`config.mk`:
```
export PLATFORM = sky130hd
export DESIGN_NAME = char_lcd_4bit_interface
export DESIGN_NICKNAME = d
export VERILOG_FILES = /design/src/hw/rtl/lcd4_pkg.sv /design/src/hw/rtl/lcd4_front.sv /design/src/hw/rtl/lcd4_fifo.sv /design/src/hw/rtl/lcd4_back.sv /design/src/hw/rtl/char_lcd_4bit_interface.sv
export SDC_FILE = /design/constraint.sdc
export NUM_CORES = 1
export LEC_CHECK = 0
export BUFFER_PORTS_ARGS = -buffer_cell sky130_fd_sc_hd__buf_2
export CAP_MARGIN = 20
export CORE_UTILIZATION = 45
export DETAILED_ROUTE_END_ITERATION = 8
export PLACE_DENSITY = 0.59
export RECOVER_POWER = 100
export SYNTH_ARGS = -nofsm -noshare
export SYNTH_HDL_FRONTEND = slang
export SYNTH_SLANG_ARGS = --single-unit
export TNS_END_PERCENT = 100
```
`constraint.sdc`:
```
create_clock -name i_clk -period 5.2 [get_ports i_clk]
set_input_delay 0.52 -clock i_clk [delete_from_list [all_inputs] [get_ports i_clk]]
set_output_delay 0.52 -clock i_clk [all_outputs]
set_load 0.05 [all_outputs]
```
`src/hw/rtl/lcd4_pkg.sv`:
```
// Shared types, codes and constants for the 4-bit character LCD interface.
`timescale 1ns / 1ps
`default_nettype none

package lcd4_pkg;

    localparam logic [2:0] CMD_INIT       = 3'd0;
    localparam logic [2:0] CMD_WRITE_CHAR = 3'd1;
    localparam logic [2:0] CMD_WRITE_CMD  = 3'd2;
    localparam logic [2:0] CMD_GOTO       = 3'd3;
    localparam logic [2:0] CMD_CLEAR      = 3'd4;

    localparam logic CFG_BUSY_WAIT  = 1'b0;
    localparam logic CFG_CLEAR_WAIT = 1'b1;

    localparam logic [9:0]  BUSY_WAIT_RESET  = 10'd100;
    localparam logic [13:0] CLEAR_WAIT_RESET = 14'd2000;

    localparam logic [13:0] HOLD_MAX      = 14'd16383;
    localparam logic [13:0] POWER_ON_US   = 14'd15000;
    localparam logic [13:0] STROBE_US     = 14'd1;
    localparam logic [13:0] INIT_GAP_US   = 14'd40;
    localparam logic [13:0] GOTO_TAIL_US  = 14'd100;
    localparam logic [13:0] ENTRY_TAIL_US = 14'd1000;
    localparam logic [3:0]  INIT_NIBBLE   = 4'h2;
    localparam logic [7:0]  CLEAR_BYTE    = 8'h01;
    localparam logic [7:0]  FUNC_SET_BYTE = 8'h28;
    localparam logic [7:0]  DISP_ON_BYTE  = 8'h0C;
    localparam logic [7:0]  ENTRY_BYTE    = 8'h06;

    localparam int QUEUE_DEPTH = 4;
    localparam int QUEUE_AW    = $clog2(QUEUE_DEPTH);

    typedef struct packed {
        logic        init;
        logic        rs;
        logic [7:0]  data;
        logic [13:0] tail;
    } t_job;

    typedef enum logic [1:0] {
        ST_IDLE,
        ST_PRE,
        ST_BYTE
    } t_back_state;

    function automatic logic [7:0] row_base(input logic [1:0] idx);
        logic [7:0] base;
        case (idx)
            2'd0:    base = 8'h80;
            2'd1:    base = 8'hC0;
            2'd2:    base = 8'h94;
            default: base = 8'hD4;
        endcase
        return base;
    endfunction

    function automatic logic [7:0] init_byte(input logic [1:0] idx);
        logic [7:0] b;
        case (idx)
            2'd0:    b = FUNC_SET_BYTE;
            2'd1:    b = DISP_ON_BYTE;
            default: b = ENTRY_BYTE;
        endcase
        return b;
    endfunction

    function automatic logic [13:0] init_tail(input logic [1:0] idx);
        logic [13:0] t;
        case (idx)
            2'd0, 2'd1: t = INIT_GAP_US;
            default:    t = ENTRY_TAIL_US;
        endcase
        return t;
    endfunction

endpackage

`default_nettype wire

```
`src/hw/rtl/lcd4_front.sv`:
```
// Request decoder: accepts requests and turns them into byte jobs for the queue.
`timescale 1ns / 1ps
`default_nettype none

module lcd4_front
    import lcd4_pkg::*;
(
    input  wire logic        i_valid,
    output logic             o_ready,
    input  wire logic [2:0]  i_command,
    input  wire logic [7:0]  i_data_byte,
    input  wire logic [2:0]  i_row,
    input  wire logic [5:0]  i_column,
    input  wire logic [13:0] i_clear_wait,
    input  wire logic        i_full,
    output logic             o_push,
    output t_job             o_job
);

    logic keep;
    logic [1:0] row_idx;

    assign o_ready = !i_full;
    assign row_idx = 2'(i_row - 3'd1);

    always_comb begin
        keep  = 1'b1;
        o_job = '{init: 1'b0, rs: 1'b0, data: i_data_byte, tail: '0};
        unique case (i_command)
            CMD_INIT: begin
                o_job.init = 1'b1;
            end
            CMD_WRITE_CHAR: begin
                o_job.rs = 1'b1;
            end
            CMD_WRITE_CMD: begin
            end
            CMD_GOTO: begin
                keep       = (i_row >= 3'd1) && (i_row <= 3'd4);
                o_job.data = row_base(row_idx) + {2'b00, i_column} + 8'hFF;
                o_job.tail = GOTO_TAIL_US;
            end
            CMD_CLEAR: begin
                o_job.data = CLEAR_BYTE;
                o_job.tail = i_clear_wait;
            end
            default: begin
                keep = 1'b0;
            end
        endcase
    end

    assign o_push = i_valid && !i_full && keep;

endmodule

`default_nettype wire

```
`src/hw/rtl/lcd4_fifo.sv`:
```
// Short job queue between the request decoder and the pin sequencer.
`timescale 1ns / 1ps
`default_nettype none

module lcd4_fifo
    import lcd4_pkg::*;
(
    input  wire logic i_clk,
    input  wire logic i_rst_n,
    input  wire logic i_push,
    input  wire t_job i_job,
    output logic      o_full,
    input  wire logic i_pop,
    output t_job      o_job,
    output logic      o_empty
);

    t_job                r_mem [QUEUE_DEPTH];
    logic [QUEUE_AW-1:0] r_wr_ptr;
    logic [QUEUE_AW-1:0] r_rd_ptr;
    logic [QUEUE_AW:0]   r_count;

    assign o_full  = (r_count == (QUEUE_AW + 1)'(QUEUE_DEPTH));
    assign o_empty = (r_count == '0);
    assign o_job   = r_mem[r_rd_ptr];

    always_ff @(posedge i_clk) begin
        if (i_push) begin
            r_mem[r_wr_ptr] <= i_job;
        end
    end

    always_ff @(posedge i_clk) begin
        if (!i_rst_n) begin
            r_wr_ptr <= '0;
            r_rd_ptr <= '0;
            r_count  <= '0;
        end else begin
            if (i_push) begin
                r_wr_ptr <= r_wr_ptr + 1'b1;
            end
            if (i_pop) begin
                r_rd_ptr <= r_rd_ptr + 1'b1;
            end
            case ({i_push, i_pop})
                2'b10:   r_count <= r_count + 1'b1;
                2'b01:   r_count <= r_count - 1'b1;
                default: r_count <= r_count;
            endcase
        end
    end

endmodule

`default_nettype wire

```
`src/hw/rtl/lcd4_back.sv`:
```
// Pin sequencer: plays each queued job out as a series of LCD bus states.
`timescale 1ns / 1ps
`default_nettype none

module lcd4_back
    import lcd4_pkg::*;
(
    input  wire logic        i_clk,
    input  wire logic        i_rst_n,
    input  wire logic [9:0]  i_busy_wait,
    input  wire logic        i_empty,
    input  wire t_job        i_job,
    output logic             o_pop,
    output logic             o_valid,
    input  wire logic        i_ready,
    output logic             o_rs,
    output logic             o_enable,
    output logic [3:0]       o_nibble,
    output logic [13:0]      o_hold_us,
    output logic             o_last
);

    t_back_state r_state, n_state;
    t_job        r_job, n_job;
    logic [2:0]  r_sub, n_sub;
    logic [1:0]  r_idx, n_idx;

    logic        r_out_valid;
    logic        r_rs, r_enable, r_last;
    logic [3:0]  r_nibble;
    logic [13:0] r_hold;

    logic        adv, step, load;
    logic        res_rs, res_enable, res_last;
    logic [3:0]  res_nibble;
    logic [13:0] res_hold;
    logic [7:0]  cur_byte;
    logic [13:0] cur_tail;
    logic [14:0] tail_sum;

    assign adv  = !r_out_valid || i_ready;
    assign step = adv && (r_state != ST_IDLE);
    assign load = ((r_state == ST_IDLE) || (step && res_last)) && !i_empty;
    assign o_pop = load;

    assign cur_byte = r_job.init ? init_byte(r_idx) : r_job.data;
    assign cur_tail = r_job.init ? init_tail(r_idx) : r_job.tail;
    assign tail_sum = {1'b0, cur_tail} + 15'd1;

    always_comb begin
        res_rs     = r_job.rs;
        res_enable = 1'b0;
        res_nibble = INIT_NIBBLE;
        res_hold   = STROBE_US;
        res_last   = 1'b0;
        unique case (r_state)
            ST_IDLE: begin
            end
            ST_PRE: begin
                res_rs = 1'b0;
                case (r_sub)
                    3'd0:    res_hold = POWER_ON_US;
                    3'd1:    res_enable = 1'b1;
                    default: res_hold = INIT_GAP_US;
                endcase
            end
            ST_BYTE: begin
                res_nibble = (r_sub < 3'd3) ? cur_byte[7:4] : cur_byte[3:0];
                res_enable = (r_sub == 3'd1) || (r_sub == 3'd3);
                case (r_sub)
                    3'd0: res_hold = {4'b0000, i_busy_wait};
                    3'd4: begin
                        res_hold = tail_sum[14] ? HOLD_MAX : tail_sum[13:0];
                        res_last = !r_job.init || (r_idx == 2'd2);
                    end
                    default: res_hold = STROBE_US;
                endcase
            end
            default: begin
            end
        endcase
    end

    always_comb begin
        n_state = r_state;
        n_job   = r_job;
        n_sub   = r_sub;
        n_idx   = r_idx;
        if (load) begin
            n_job   = i_job;
            n_sub   = '0;
            n_idx   = '0;
            n_state = i_job.init ? ST_PRE : ST_BYTE;
        end else if (step) begin
            if (res_last) begin
                n_state = ST_IDLE;
            end else if (r_state == ST_PRE) begin
                if (r_sub == 3'd2) begin
                    n_state = ST_BYTE;
                    n_sub   = '0;
                end else begin
                    n_sub = r_sub + 3'd1;
                end
            end else if (r_sub == 3'd4) begin
                n_sub = '0;
                n_idx = r_idx + 2'd1;
            end else begin
                n_sub = r_sub + 3'd1;
            end
        end
    end

    always_ff @(posedge i_clk) begin
        if (!i_rst_n) begin
            r_state     <= ST_IDLE;
            r_sub       <= '0;
            r_idx       <= '0;
            r_out_valid <= 1'b0;
        end else begin
            r_state <= n_state;
            r_sub   <= n_sub;
            r_idx   <= n_idx;
            if (adv) begin
                r_out_valid <= step;
            end
        end
    end

    always_ff @(posedge i_clk) begin
        r_job <= n_job;
        if (adv) begin
            r_rs     <= res_rs;
            r_enable <= res_enable;
            r_nibble <= res_nibble;
            r_hold   <= res_hold;
            r_last   <= res_last;
        end
    end

    assign o_valid   = r_out_valid;
    assign o_rs      = r_rs;
    assign o_enable  = r_enable;
    assign o_nibble  = r_nibble;
    assign o_hold_us = r_hold;
    assign o_last    = r_last;

endmodule

`default_nettype wire

```
`src/hw/rtl/char_lcd_4bit_interface.sv`:
```
// Top level of the 4-bit character LCD interface: config registers, decoder, queue, sequencer.
//
// Each request transaction on the slave stream becomes a run of LCD bus pin states on the
// master stream, the final one marked by tlast. A request is taken whenever the four-entry
// job queue has room, so requests can arrive back to back while earlier ones are still
// being played out. The sequencer emits one pin state per cycle while the master side
// accepts, and moves to the next queued job without a gap: a byte write, go-to or clear is
// 5 pin states and init is 18. Go-to requests with a row outside 1 to 4 and unknown command
// codes are accepted and produce no output.
`timescale 1ns / 1ps
`default_nettype none

module char_lcd_4bit_interface
    import lcd4_pkg::*;
(
    input  wire logic        i_clk,
    input  wire logic        i_rst_n,
    input  wire logic        s_axis_tvalid,
    output logic             s_axis_tready,
    // command[2:0], data_byte[10:3], row[13:11], column[19:14], zero fill[23:20]
    input  wire logic [23:0] s_axis_tdata,
    output logic             m_axis_tvalid,
    input  wire logic        m_axis_tready,
    // enable[0], nibble[4:1], hold_us[18:5], zero fill[23:19]
    output logic [23:0]      m_axis_tdata,
    // rs[0]
    output logic             m_axis_tuser,
    output logic             m_axis_tlast,
    input  wire logic        i_cfg_we,
    input  wire logic        i_cfg_idx,
    input  wire logic [13:0] i_cfg_data
);

    logic [9:0]  r_busy_wait;
    logic [13:0] r_clear_wait;

    logic        full, empty, push, pop;
    t_job        push_job, pop_job;
    logic        out_enable;
    logic [3:0]  out_nibble;
    logic [13:0] out_hold;

    always_ff @(posedge i_clk) begin
        if (!i_rst_n) begin
            r_busy_wait  <= BUSY_WAIT_RESET;
            r_clear_wait <= CLEAR_WAIT_RESET;
        end else if (i_cfg_we) begin
            case (i_cfg_idx)
                CFG_BUSY_WAIT:  r_busy_wait  <= i_cfg_data[9:0];
                CFG_CLEAR_WAIT: r_clear_wait <= i_cfg_data;
                default:        r_clear_wait <= r_clear_wait;
            endcase
        end
    end

    lcd4_front u_front (
        .i_valid      (s_axis_tvalid),
        .o_ready      (s_axis_tready),
        .i_command    (s_axis_tdata[2:0]),
        .i_data_byte  (s_axis_tdata[10:3]),
        .i_row        (s_axis_tdata[13:11]),
        .i_column     (s_axis_tdata[19:14]),
        .i_clear_wait (r_clear_wait),
        .i_full       (full),
        .o_push       (push),
        .o_job        (push_job)
    );

    lcd4_fifo u_fifo (
        .i_clk   (i_clk),
        .i_rst_n (i_rst_n),
        .i_push  (push),
        .i_job   (push_job),
        .o_full  (full),
        .i_pop   (pop),
        .o_job   (pop_job),
        .o_empty (empty)
    );

    lcd4_back u_back (
        .i_clk       (i_clk),
        .i_rst_n     (i_rst_n),
        .i_busy_wait (r_busy_wait),
        .i_empty     (empty),
        .i_job       (pop_job),
        .o_pop       (pop),
        .o_valid     (m_axis_tvalid),
        .i_ready     (m_axis_tready),
        .o_rs        (m_axis_tuser),
        .o_enable    (out_enable),
        .o_nibble    (out_nibble),
        .o_hold_us   (out_hold),
        .o_last      (m_axis_tlast)
    );

    assign m_axis_tdata = {5'b00000, out_hold, out_nibble, out_enable};

endmodule

`default_nettype wire

```
==> results of run 1 <==
-- area by class of cell --
class                      count  area, um^2
tap                          225         282
clock inverter                15         164
inverter                      30         113
clock buffer                  17         425
timing repair buffer          71         319
sequential                   182        5050
fill                        1554        8290
multi-input combinational    375        2770
-- cells by family (layout without fill, tap and decap cells) --
family,after synthesis,after routing
adder cells (fa/ha/maj),31,31
other,1,5
buffers and inverters,60,133
multiplexers,32,32
XOR/XNOR,15,15
AND/OR/NAND/NOR,203,203
flip-flops,182,182
AO/OA/AOI/OAI,89,89
-- where the power goes --
| group | total (mW) | internal (mW) | switching (mW) |
|---|---|---|---|
| sequential | 1.98 | 1.87 | 0.111 |
| clock | 1.27 | 0.720 | 0.552 |
| combinational | 1.25 | 0.430 | 0.820 |
-- final timing paths --
path / to / cells after the start
worst min-delay path: r_clear_wait[10]$_SDFFE_PN1P_ / 3
worst max register to register: u_fifo.r_count[2]$_SDFFE_PN0P_ / 10
worst min register to register: r_clear_wait[4]$_SDFFE_PN1P_ / 2
worst max-delay path: u_fifo.r_count[2]$_SDFFE_PN0P_ / 10
-- through the flow --
step | setup WS (ns) | cells | hold slack [ns]
after floorplan | 2.28 | 617 | 0.432
after global placement | 1.89 | 883 | 0.443
after detailed placement | 1.73 | 883 | 0.450
after CTS | 1.70 | 915 | 0.294
after global routing | 1.29 | 915 | 0.323
final | 1.61 | 915 | 0.322
-- state kept, by name, indices dropped and copies added, names as in the netlist, named ones only --
signal            count
u_fifo.r_count        3
u_back.o_nibble       4
u_back.o_valid        1
u_fifo.r_wr_ptr       2
u_back.o_hold_us     14
u_fifo.r_rd_ptr       2
u_fifo.r_mem         96
u_back.r_state        2
r_busy_wait          10
u_back.r_sub          3
u_back.r_idx          2
u_back.o_rs           1
u_back.o_enable       1
u_back.o_last         1
r_clear_wait         14
u_back.r_job         24
-- routing by layer --
| metal | up-vias | track usage |
|---|---|---|
| met1 | 2359 | 0.240 |
| met5 | - | 0 |
| met3 | 22 | 0.0350 |
| li1 | 2357 | - |
| met4 | 0 | 0.0728 |
| met2 | 119 | 0.292 |
-- placed cells by master (no fill, tap or decap), drive strengths merged, types with 2 or more instances in the layout --
cell    instances
o21ai          28
nand3b          2
nand2          84
ha             29
a31oi           2
mux2i           7
and3            4
edfxtp        141
dfxtp          41
nor3           11
mux4           25
and4            2
nor2b           9
clkinv          6
conb            5
or3             3
nor3b           4
xnor2           9
and2           25
a211o           2
fa              2
nand4           3
o22ai           4
o31ai           3
nor2           24
nand2b          7
inv            37
a21boi         19
o211ai          4
clkbuf         50
a32oi           4
a21oi          13
xor2            6
nand3          22
bufinv          2
buf            38
a22o            2
-- critical path, stage by stage, from the launching register on --
cell and delay (ns):
edfxtp_1 0.35, clkbuf_1 0.40, nor2b_1 0.32, o31ai_1 0.41, and2_2 0.63, ha_1 0.30, inv_1 0.06, fa_1 0.38
xor2_1 0.16, or3_1 0.30, a21boi_0 0.18
==> flow_summary_export.csv, run 1 <==
group,metric,value,unit
global_route,grt_max_degree,38,
worst_setup_path,ff2ff_setup_slack,1.61,ns
route,drt_first_iter_violations,335,
yosys,avgSynthCellArea,13.2,um^2
sta,rsz0062_at_grt,"false",
worst_setup_path,crit_required,5.54,ns
clock_tree,cts_max_path_buffers,2,
placed_design,post-dp-hpwl,10600,um
route,via_per_inst,5.31,
clock_tree,cts_tree,"yes",
placed_design,place_congestion,0.839,
yosys,synth-compound-area-share,0.0731,
yosys,synth_ff_type,"edfxtp_1",
sta,maxSlewHeadroom,-0.387,
finish,synthToLayoutAreaGrowth,12.7,%
route,drt-wirelength-per-cell,17.2,um
floorplanning,die_area,18500,um^2
sta,finalHoldViolations,0,
flow_run,drv_cap,5,
yosys,synthTopCellsByCount,"edfxtp_1 (141), nand2_1 (83), dfxtp_1 (41)",
finish,fin_area,9120,um^2
yosys,ys_types,59,
floorplanning,initial_core_util,0.465,
yosys,synth_edf_count,141,
clock_tree,clk_pin_slew,0.07,ns
clock_tree,clock_latency,0.42,ns
sta,tns,0,ns
worst_setup_path,critPathKind,"register to register",
route,first_pass_iters,5,
yosys,yosysMostFrequentCell,"edfxtp_1",
route,met1_length,7360,um
finish,antenna_cells,0,
worst_setup_path,arrival,3.93,ns
yosys,ys_top_cells_by_area,"edfxtp_1 (52%), dfxtp_1 (10%), mux4_2 (7.0%)",
clock_tree,cts_made_buffers,17,
yosys,synthAdderAreaFrac,0.0498,
global_route,grtUsageTotal,0.181,
worst_setup_path,cp-end-kind,"register",
yosys,syn-cell-area,8090,um^2
route,drcViolationCount,0,
floorplanning,boundaryPins,72,
worst_setup_path,rr_startpoint,"u_back.r_job[23]$_DFFE_PP_",
placed_design,dpl_cell_area,8620,um^2
sta,worst_pin_slew,2.08,ns
sta,period_minus_slack,3.59,ns
route,vias,4857,
min_path,hp-start,"i_cfg_data[10]",
power_and_ir_drop,power_density,494,nW/um^2
route,route.top_layer_used,"met4",
sta,clock_skew,0.0146,ns
global_route,antenna_found_initial,0,
clock_tree,cts_resized,0,
worst_setup_path,worstSetupStartpointType,"register",
status,violations,"capacitance limit, slew limit",
min_path,min_path_type,"input port to register",
yosys,synth_xor_area_frac,0.0162,
yosys,synth_cells,613,
placed_design,port_buffers,62,
sta,finalMaxSlewViolations,125,
worst_setup_path,path_max_fanout,28,
global_route,grt-ovfl-total,0,
route,routed_wl,15700,um
power_and_ir_drop,peakVddDrop,0.296,mV
yosys,ys_warn_count,0,
route,dr_wl_met2,7430,um
clock_tree,post-cts-setup-buffers,0,
route,dr_wl_met3,660,um
clock_tree,cts-root-buf,"clkbuf_16",
global_route,grt_pass1_wl,24500,um
clock_tree,cts_htree_levels,4,
worst_setup_path,cp-startpoint,"u_back.r_job[23]$_DFFE_PP_",
global_route,first_global_vias,4715,
floorplanning,die_height,136,um
yosys,yosys.area_share.simple,0.126,
clock_tree,clock-sinks,182,
power_and_ir_drop,totalPowerFinal,4.51,mW
finish,utilization,0.524,
floorplanning,die_x,136,um
yosys,async_reset_ff_frac,0,
status,outcome,"finished with violations",
clock_tree,ctsHoldBuffers,0,
yosys,synth-seq-cells,182,
sta,fmax,0.279,GHz
floorplanning,num_rows,48,
route,ant_nets,0,
yosys,yosysTopAreaCell,"edfxtp_1",
power_and_ir_drop,leakage,3.27,nW
floorplanning,core,17400,um^2
yosys,yosysSeqAreaShare,0.625,
sta,post-route-period-util,0.689,
yosys,synth_top_area_frac,0.523,
yosys,synth_mux_area_frac,0.0782,
finish,nNetsFinal,752,
yosys,synth_top_family_by_area,"simple AND/OR/NAND/NOR gates",
sta,setup_violations,0,
finish,drive_above_1_share,0.142,
No activity file was read; power rests on OpenSTA's default activity.
==> run 2, diff against run 1 <==
- clock period: 5.2 -> 3.7 ns (I/O delays scaled with it)
==> run 2 against run 1 <==
Against the previous run: clock power rose by 35%; maximum frequency grew 18%; register-to-register slack worse by 0.95 ns; highest routed layer unchanged; sequential power up 41%; combinational power grew 42%; wire length rose by 1.2%; non-clock buffer count increased by 1; sequential share of layout area increased by 0.11 points; sequential cell count unchanged; critical path depth up 1; the flow still finishes with violations (capacitance limit, slew limit); utilization fell by 0.10 points; via count is 0.64% higher.
==> flow_summary_export.csv, run 2 (synthesis gave the netlist of run 1 again) <==
group,metric,value,unit
power_and_ir_drop,power.share.switching,0.329,
min_path,min_path_type,"input port to register",
worst_setup_path,rr_startpoint,"u_back.r_state[0]$_SDFFE_PN0P_",
clock_tree,clock_latency,0.43,ns
finish,layout_commonest_cell,"edfxtp_1",
worst_setup_path,cp_num_buf_inv,2,
worst_setup_path,crit_required,4.04,ns
clock_tree,cts_htree_levels,4,
status,violations,"capacitance limit, slew limit",
global_route,grt-ovfl-total,0,
sta,setup_violations,0,
placed_design,dp_slack,0.796,ns
worst_setup_path,crit_slowest_cell,"o31ai_1",
sta,clock_skew,0.00648,ns
clock_tree,ctsHoldBuffers,0,
sta,post-route-period-util,0.819,
worst_setup_path,ff2ff_setup_slack,0.67,ns
clock_tree,clk_pin_slew,0.07,ns
route,vias,4888,
floorplanning,die_area,18500,um^2
global_route,grt_max_degree,38,
floorplanning,initial_core_util,0.465,
route,via_per_inst,5.34,
route,first_pass_iters,5,
finish,antenna_cells,0,
worst_setup_path,worstSetupStartpointType,"register",
floorplanning,die_x,136,um
floorplanning,num_rows,48,
worst_setup_path,critPathKind,"register to register",
floorplanning,die_height,136,um
route,ant_nets,0,
worst_setup_path,cp-startpoint,"u_back.r_state[0]$_SDFFE_PN0P_",
power_and_ir_drop,peakVddDrop,0.407,mV
route,drcViolationCount,0,
clock_tree,post-cts-setup-buffers,0,
clock_tree,cts-root-buf,"clkbuf_16",
global_route,grtUsageTotal,0.184,
worst_setup_path,critPathTopFamily,"adder cells",
power_and_ir_drop,power_density,691,nW/um^2
floorplanning,boundaryPins,72,
finish,nNetsFinal,753,
worst_setup_path,r2r_cells,11,
sta,hold_ws,0.180,ns
sta,fmax,0.330,GHz
clock_tree,cts_tree,"yes",
power_and_ir_drop,comb_power_share,0.282,
route,drt-wirelength-per-cell,17.4,um
status,outcome,"finished with violations",
power_and_ir_drop,p_sw,2.07,mW
finish,utilization,0.523,
finish,fin_area,9100,um^2
placed_design,place_congestion,0.846,
floorplanning,core,17400,um^2
sta,finalHoldViolations,0,
global_route,first_global_vias,4713,
global_route,grt_pass1_wl,24800,um
sta,finalMaxSlewViolations,125,
sta,worst_slack,0.668,ns
worst_setup_path,cp-end-kind,"register",
placed_design,dp_cells,884,
finish,largest_register,"u_fifo.r_mem",
worst_setup_path,path_max_fanout,11,
clock_tree,cts_made_buffers,17,
route,drt_first_iter_violations,271,
power_and_ir_drop,internal_power,4.22,mW
clock_tree,clock-sinks,182,
worst_setup_path,reg2reg_to,"u_fifo.r_count[2]$_SDFFE_PN0P_",
finish,fin_cells,916,
sta,maxSlewHeadroom,-0.433,
clock_tree,cts_max_path_buffers,2,
placed_design,dpl_cell_area,8630,um^2
worst_setup_path,cp_cell_sequence,"inv_1 > ha_1 > nand3_1 > o31ai_1 > and2_2 > ha_1 > inv_1 > fa_1 > xor2_1 > or3_1 > a21boi_0",
clock_tree,cts_resized,0,
sta,tns,0,ns
global_route,antenna_found_initial,0,
placed_design,post-dp-hpwl,10800,um
placed_design,port_buffers,62,
flow_run,drv_cap,5,
route,routed_wl,15900,um
power_and_ir_drop,totalPowerFinal,6.29,mW
finish,synthToLayoutAreaGrowth,12.5,%
power_and_ir_drop,leakage,3.26,nW
worst_setup_path,slowest_delay,0.47,ns
sta,rsz0062_at_grt,"false",
power_and_ir_drop,p_seq_frac,0.444,
worst_setup_path,cp.depth,11,
sta,period_minus_slack,3.03,ns
power_and_ir_drop,clockPowerShare,0.274,
finish,largest_reg_flops,96,
sta,worst_pin_slew,2.15,ns
worst_setup_path,endpoint,"u_fifo.r_count[2]$_SDFFE_PN0P_",
finish,layout_common_cells,"edfxtp_1 (141), nand2_1 (84), dfxtp_1 (41), buf_2 (36), clkbuf_1 (35)",
finish,drive_above_1_share,0.140,
worst_setup_path,arrival,3.38,ns
finish,reg.largest.list,"u_fifo.r_mem: 96 flops, u_back.r_job: 24 flops",
-- run 2: area by class of cell --
type | instances | area [um^2]
Fill cell | 1544 | 8310
Sequential cell | 182 | 5050
Multi-Input combinational cell | 375 | 2770
Clock buffer | 21 | 470
Timing Repair Buffer | 72 | 320
Tap cell | 225 | 282
Inverter | 30 | 113
Clock inverter | 11 | 100
-- run 2: worst min path at each step --
stage / start / to / slack, ns / cells after the start
6_report: i_cfg_data[9] / r_clear_wait[9]$_SDFFE_PN1P_ / 0.18 / 3
5_1_grt: i_cfg_data[9] / r_clear_wait[9]$_SDFFE_PN1P_ / 0.17 / 3
4_1_cts: i_cfg_data[10] / r_clear_wait[10]$_SDFFE_PN1P_ / 0.15 / 3
3_5_place_dp: r_clear_wait[10]$_SDFFE_PN1P_ / r_clear_wait[10]$_SDFFE_PN1P_ / 0.46 / 2
3_3_place_gp: r_clear_wait[10]$_SDFFE_PN1P_ / r_clear_wait[10]$_SDFFE_PN1P_ / 0.44 / 2
2_1_floorplan: r_clear_wait[10]$_SDFFE_PN1P_ / r_clear_wait[10]$_SDFFE_PN1P_ / 0.43 / 2
-- run 2: worst min-delay path: stages --
cell     delay [ns]
buf_2          0.09
nand2_1        0.05
nand3_1        0.07
-- run 2: power groups by stage --
stage	clock (mW)	sequential [mW]	combinational (mW)
3_3_place_gp	0	2.81	1.80
2_1_floorplan	0	3.07	1.13
6_report	1.72	2.79	1.77
3_5_place_dp	0	2.83	1.84
4_1_cts	1.77	2.79	1.84
5_1_grt	1.84	2.83	1.94
-- run 2: layer usage --
layer  part of all wire  track usage  vias to the layer above
met5                  0            0                        -
met4              0.018       0.0802                        0
met3              0.044       0.0358                       20
met2               0.48        0.295                      119
met1               0.46        0.242                     2380
li1                   -            -                     2369
